`config.mk`:
```
export PLATFORM = sky130hd
export DESIGN_NAME = rqbb_cordic
export DESIGN_NICKNAME = d
export VERILOG_FILES = /design/src/design/rotated_quad_bounding_box_defines.svh /design/src/design/rqbb_pkg.sv /design/src/design/rqbb_cordic.sv
export SDC_FILE = /design/constraint.sdc
export NUM_CORES = 1
export LEC_CHECK = 0
export ABC_AREA = 0
export BUFFER_PORTS_ARGS = -buffer_cell sky130_fd_sc_hd__buf_4
export CAP_MARGIN = 30
export CORE_MARGIN = 2
export CORE_UTILIZATION = 34
export DETAILED_ROUTE_END_ITERATION = 8
export HOLD_SLACK_MARGIN = 0.15
export PLACE_DENSITY = 0.53
export SLEW_MARGIN = 20
export SYNTH_ARGS = -nofsm -noshare
export SYNTH_HDL_FRONTEND = slang
export SYNTH_SLANG_ARGS = --single-unit
```
`constraint.sdc`:
```
create_clock -name aclk -period 18.3 [get_ports aclk]
set_input_delay 0.915 -clock aclk [delete_from_list [all_inputs] [get_ports aclk]]
set_output_delay 0.915 -clock aclk [all_outputs]
set_load 0.1 [all_outputs]
```
`src/design/rotated_quad_bounding_box_defines.svh`:
```
// Assertion macros used by the rotated quad bounding box top level.
`ifndef ROTATED_QUAD_BOUNDING_BOX_DEFINES_SVH
`define ROTATED_QUAD_BOUNDING_BOX_DEFINES_SVH

// Same-cycle implication, checked outside reset.
`define RQBB_ASSERT_NOW(label, ante, cons) \
    label: assert property (@(posedge aclk) disable iff (!aresetn) (ante) |-> (cons)) \
        else $error("assertion failed");

// Next-cycle implication, checked outside reset.
`define RQBB_ASSERT_NEXT(label, ante, cons) \
    label: assert property (@(posedge aclk) disable iff (!aresetn) (ante) |=> (cons)) \
        else $error("assertion failed");

`endif

```
`src/design/rqbb_pkg.sv`:
```
// Shared types, constants and the CORDIC arctangent table.
package rqbb_pkg;

    localparam int CORDIC_STEPS = 16;
    localparam int CS_W         = 18;
    localparam logic signed [33:0] CORDIC_X0 = 34'sd652032874;

    typedef struct packed {
        logic signed [CS_W-1:0] co;
        logic signed [CS_W-1:0] si;
    } cs_t;

    function automatic logic signed [33:0] atan_turn(input logic [3:0] idx);
        logic signed [33:0] v;
        case (idx)
            4'd0:    v = 34'sd536870912;
            4'd1:    v = 34'sd316933406;
            4'd2:    v = 34'sd167458907;
            4'd3:    v = 34'sd85004756;
            4'd4:    v = 34'sd42667331;
            4'd5:    v = 34'sd21354465;
            4'd6:    v = 34'sd10679838;
            4'd7:    v = 34'sd5340245;
            4'd8:    v = 34'sd2670163;
            4'd9:    v = 34'sd1335087;
            4'd10:   v = 34'sd667544;
            4'd11:   v = 34'sd333772;
            4'd12:   v = 34'sd166886;
            4'd13:   v = 34'sd83443;
            4'd14:   v = 34'sd41722;
            default: v = 34'sd20861;
        endcase
        return v;
    endfunction

endpackage

```
`src/design/rqbb_cordic.sv`:
```
// Iterative CORDIC giving cosine and sine of the turn angle, one step per cycle.
module rqbb_cordic #(
    parameter int ANGLE_WIDTH = 16
) (
    input  logic                   aclk,
    input  logic                   aresetn,
    input  logic                   start,
    input  logic [ANGLE_WIDTH-1:0] angle,
    output logic                   done,
    output rqbb_pkg::cs_t          cs
);
    import rqbb_pkg::*;

    logic signed [33:0] x_reg, x_next, y_reg, y_next, z_reg, z_next;
    logic [3:0]         cnt_reg, cnt_next;
    logic               busy_reg, busy_next, done_reg, done_next;
    logic [1:0]         quad_reg, quad_next;
    logic [31:0]        turns;
    logic signed [33:0] dx, dy, xr, yr;
    logic signed [CS_W-1:0] c, s;

    function automatic logic signed [CS_W-1:0] sat_cs(input logic signed [33:0] v);
        logic signed [18:0] q;
        q = v[33:15];
        if (q > 19'sd32768) begin
            return 18'sd32768;
        end else if (q < -19'sd32768) begin
            return -18'sd32768;
        end
        return q[CS_W-1:0];
    endfunction

    always_comb begin
        turns     = 32'(angle) << (32 - ANGLE_WIDTH);
        dx        = y_reg >>> cnt_reg;
        dy        = x_reg >>> cnt_reg;
        x_next    = x_reg;
        y_next    = y_reg;
        z_next    = z_reg;
        cnt_next  = cnt_reg;
        busy_next = busy_reg;
        quad_next = quad_reg;
        done_next = busy_reg && (cnt_reg == 4'(CORDIC_STEPS - 1));
        if (start) begin
            x_next    = CORDIC_X0;
            y_next    = '0;
            z_next    = {4'b0, turns[29:0]};
            quad_next = turns[31:30];
            cnt_next  = '0;
            busy_next = 1'b1;
        end else if (busy_reg) begin
            if (!z_reg[33]) begin
                x_next = x_reg - dx;
                y_next = y_reg + dy;
                z_next = z_reg - atan_turn(cnt_reg);
            end else begin
                x_next = x_reg + dx;
                y_next = y_reg - dy;
                z_next = z_reg + atan_turn(cnt_reg);
            end
            cnt_next = cnt_reg + 4'd1;
            if (cnt_reg == 4'(CORDIC_STEPS - 1)) begin
                busy_next = 1'b0;
            end
        end
    end

    always_ff @(posedge aclk) begin
        x_reg    <= x_next;
        y_reg    <= y_next;
        z_reg    <= z_next;
        cnt_reg  <= cnt_next;
        quad_reg <= quad_next;
        if (!aresetn) begin
            busy_reg <= 1'b0;
            done_reg <= 1'b0;
        end else begin
            busy_reg <= busy_next;
            done_reg <= done_next;
        end
    end

    always_comb begin
        xr = x_reg + 34'sd16384;
        yr = y_reg + 34'sd16384;
        c  = sat_cs(xr);
        s  = sat_cs(yr);
        case (quad_reg)
            2'd0:    begin cs.co = c;  cs.si = s;  end
            2'd1:    begin cs.co = -s; cs.si = c;  end
            2'd2:    begin cs.co = -c; cs.si = -s; end
            default: begin cs.co = s;  cs.si = -c; end
        endcase
    end

    assign done = done_reg;

endmodule

```
==> reports/results.ini <==
[status]
status=complete, no violations

[cells_and_area]
drive_gt1_share_pct=10.9
insertedDiodeCount=0
syn_to_final_growth_pct=7.72
regArea_sq_um=2980
multi_input_area_sq_um=14800
fill_cells=5718
fin_nets=2488

[logic_synthesis]
synth_edf_count=16
synth_top_flop_cell=dfxtp_1
syn_nets=2551
ys_seq_elements=140
synth_cell_types=97
yosysSeqAreaShare_pct=15.8
synth_area_per_cell_sq_um=7.78
ys_warn_count=0
synthCells=2415
async_flop_share_pct=0
synth_area_sq_um=18800

[timing]
hold_viol=0
fin_crit_sh_pct=37.7
max_clock_freq_mhz=145
rsz0062_at_grt=no
finalSetupTns_ns=0
slew_headroom_pct=32.8
tightestPinTransition_ns=0.999
slew_violations=0
fin_worst_skew_ns=0.0144
setup_viol=0
layout_min_cycle_time_ns=6.89
hold-worst-slack_ns=0.466

[clocking]
cts_resized=0
numCtsBuffers=17
cts_htree_levels=4
clkSinkCount=140
cts_tree=built
cts_hold_buffers=0
clk_pin_slew_ns=0.07
clk_latency_ns=0.46
cts-root-buf=clkbuf_16
cts_setup_buffers=0
cts_max_path_buffers=2

[routing]
dr.max_layer_used=met4
dr_wl_met3_microns=3530
remaining_drc_errors=0
drtAntennaViolNets=0
finalWirelength_microns=59900
m1WireLength_microns=26800
avgViaCountPerCell=5.87
wl_per_cell_microns=19.5
dr.first_iter.drc_count=1486
vias=18000
wl_met2_microns=27800
drt_first_pass_iters=6

[hold_path]
hold_depth=2
hold_end=z_reg[13]$_SDFFE_PP0P_
worstHoldStart=z_reg[13]$_SDFFE_PP0P_
min_path_type=register to register

[die]
die_area_sq_um=57100
die_w_microns=239
die_h_microns=239
io_pins=56
rows=86
initial_core_util_pct=34.2
core_sq_um=54900

[critical_path]
timing.rr.start=cnt_reg[3]$_SDFFE_PP0P_
path_class=register to register
cp-end-kind=register
worstPathArrival_ns=7.24
worstPathRequired_ns=18.65
critPathMaxFanout=83
r2r_setup_slack_ns=11.41
worst_r2r_endpoint=y_reg[29]$_SDFFE_PP0P_
rr_worst_depth=22
critPathLaunchType=register

[global_route]
grt_pass1_vias=17300
grt_usage_pct=20.9
grt_max_degree=84
overflow=0
grt_pass1_wl_microns=94900
antenna_found_initial=0

[placed_design]
io_buffers=55
hpwl_microns=44900
gp_congestion=0.891

[flow_run]
cap_violations=0

[cell families (layout without fill, tap and decap cells)]
logic type                 Yosys count  count (layout)  share of synthesized area, %
and+or+nand+nor                    816             816                          21.1
adders and majority gates          117             117                          7.91
xor gates and xnor gates           213             213                          9.93
buffers and inverters              234             184                          5.24
AOI/OAI and AO/OA                  702             702                          24.1
muxes                              193             193                          15.9
DFF                                140             140                          15.8
[cells in the mapped netlist (13+ instances only)]
library cell	n	area share, %
xor2_1	100	4.7
o21ai_0	138	3.7
o21bai_1	16	0.64
ha_1	114	7.6
clkbuf_1	117	2.3
nand2b_1	33	1.1
a21o_1	61	2.4
mux4_2	73	8.8
nor2b_1	23	0.77
nand3_1	58	1.5
nand2_1	217	4.3
o22ai_1	14	0.47
mux2i_1	90	4.8
or4_1	13	0.52
a211oi_1	27	1.1
mux2_2	19	1.1
buf_1	13	0.26
o21a_1	28	1.1
and2_1	31	1.0
o211ai_1	24	0.96
a21oi_1	205	5.5
or3_1	19	0.63
nor2_1	248	5.0
dfxtp_1	124	13
a31oi_1	41	1.4
xnor2_1	113	5.3
nor3_1	57	1.5
o31ai_1	19	0.76
edfxtp_1	16	2.6
buf_2	22	0.59
nand4_1	19	0.63
inv_1	71	1.4
and3_1	30	1.0
[per-stage QoR]
step | utilization (%) | setup slack, ns | area [sq um] | cells
finish | 36.9 | 11.41 | 20200 | 3069
global route | 36.9 | 10.87 | 20200 | 3069
CTS | 36.9 | 11.52 | 20200 | 3068
detailed placement | 35.7 | 11.57 | 19600 | 3036
global placement | 35.6 | 11.57 | 19600 | 3034
floorplan | - | 11.43 | 18800 | 2415
[worst max-delay path, stage by stage (launching register included)]
cell       delay [ns]
dfxtp_2          0.31
buf_4            0.64
inv_1            0.55
buf_4            0.39
mux4_2           0.37
and2_1           0.15
o21bai_1         0.14
ha_1             0.25
o211a_1          0.21
nor3b_2          0.45
a21oi_1          0.15
xnor2_1          0.16
ha_1             0.35
a21o_1           0.18
a21o_1           0.18
a221oi_1         0.33
inv_1            0.11
a221o_1          0.31
a21oi_1          0.37
o21ai_0          0.24
a311oi_1         0.46
a2111oi_0        0.18
a221o_1          0.28
[final cells by class]
type / count / share of cell area, %
well taps: 704 / 4.35
clock inverters: 14 / 0.841
inverters: 73 / 1.35
repair buffers: 79 / 3.12
multi-input cells: 2041 / 73.4
clock buffers: 18 / 2.23
flip-flops and latches: 140 / 14.7
[placed cells by master, fill, tap and decap left out, types with 16 or more instances in the layout]
master and count:
a211oi_1 27, a21o_1 61, a21oi_1 205, a31oi_1 41, and2_1 31, and3_1 30
buf_4 76, clkbuf_16 18, dfxtp_1 118, edfxtp_1 16, ha_1 114, inv_1 71
mux2_2 19, mux2i_1 90, mux4_2 73, nand2_1 216, nand2b_1 33, nand3_1 58
nand4_1 19, nor2_1 247, nor2b_1 23, nor3_1 57, o211ai_1 24, o21a_1 28
o21ai_0 138, o21bai_1 16, o31ai_1 19, or3_1 19, xnor2_1 113, xor2_1 100
[how the worst max path moves through the flow]
stage,slack [ns],to,startpoint,depth (start not counted)
6_report,11.41,y_reg[29]$_SDFFE_PP0P_,cnt_reg[3]$_SDFFE_PP0P_,22
5_1_grt,10.87,y_reg[29]$_SDFFE_PP0P_,cnt_reg[3]$_SDFFE_PP0P_,22
4_1_cts,11.52,cs[30],x_reg[19]$_SDFFE_PP1P_,15
3_5_place_dp,11.57,y_reg[29]$_SDFFE_PP0P_,cnt_reg[3]$_SDFFE_PP0P_,22
3_3_place_gp,11.57,y_reg[29]$_SDFFE_PP0P_,cnt_reg[3]$_SDFFE_PP0P_,22
2_1_floorplan,11.43,cs[2],x_reg[14]$_SDFFE_PP0P_,17
[layer usage]
metal	global-route usage (%)	vias up
met2	34.4	513
met1	27.3	8598
met3	4.17	85
met4	6.78	0
li1	-	8815
met5	0	-
Power is left out: the tool's default activity adds up to more than one toggle a clock period on the data nets, which glitch-free logic cannot reach.
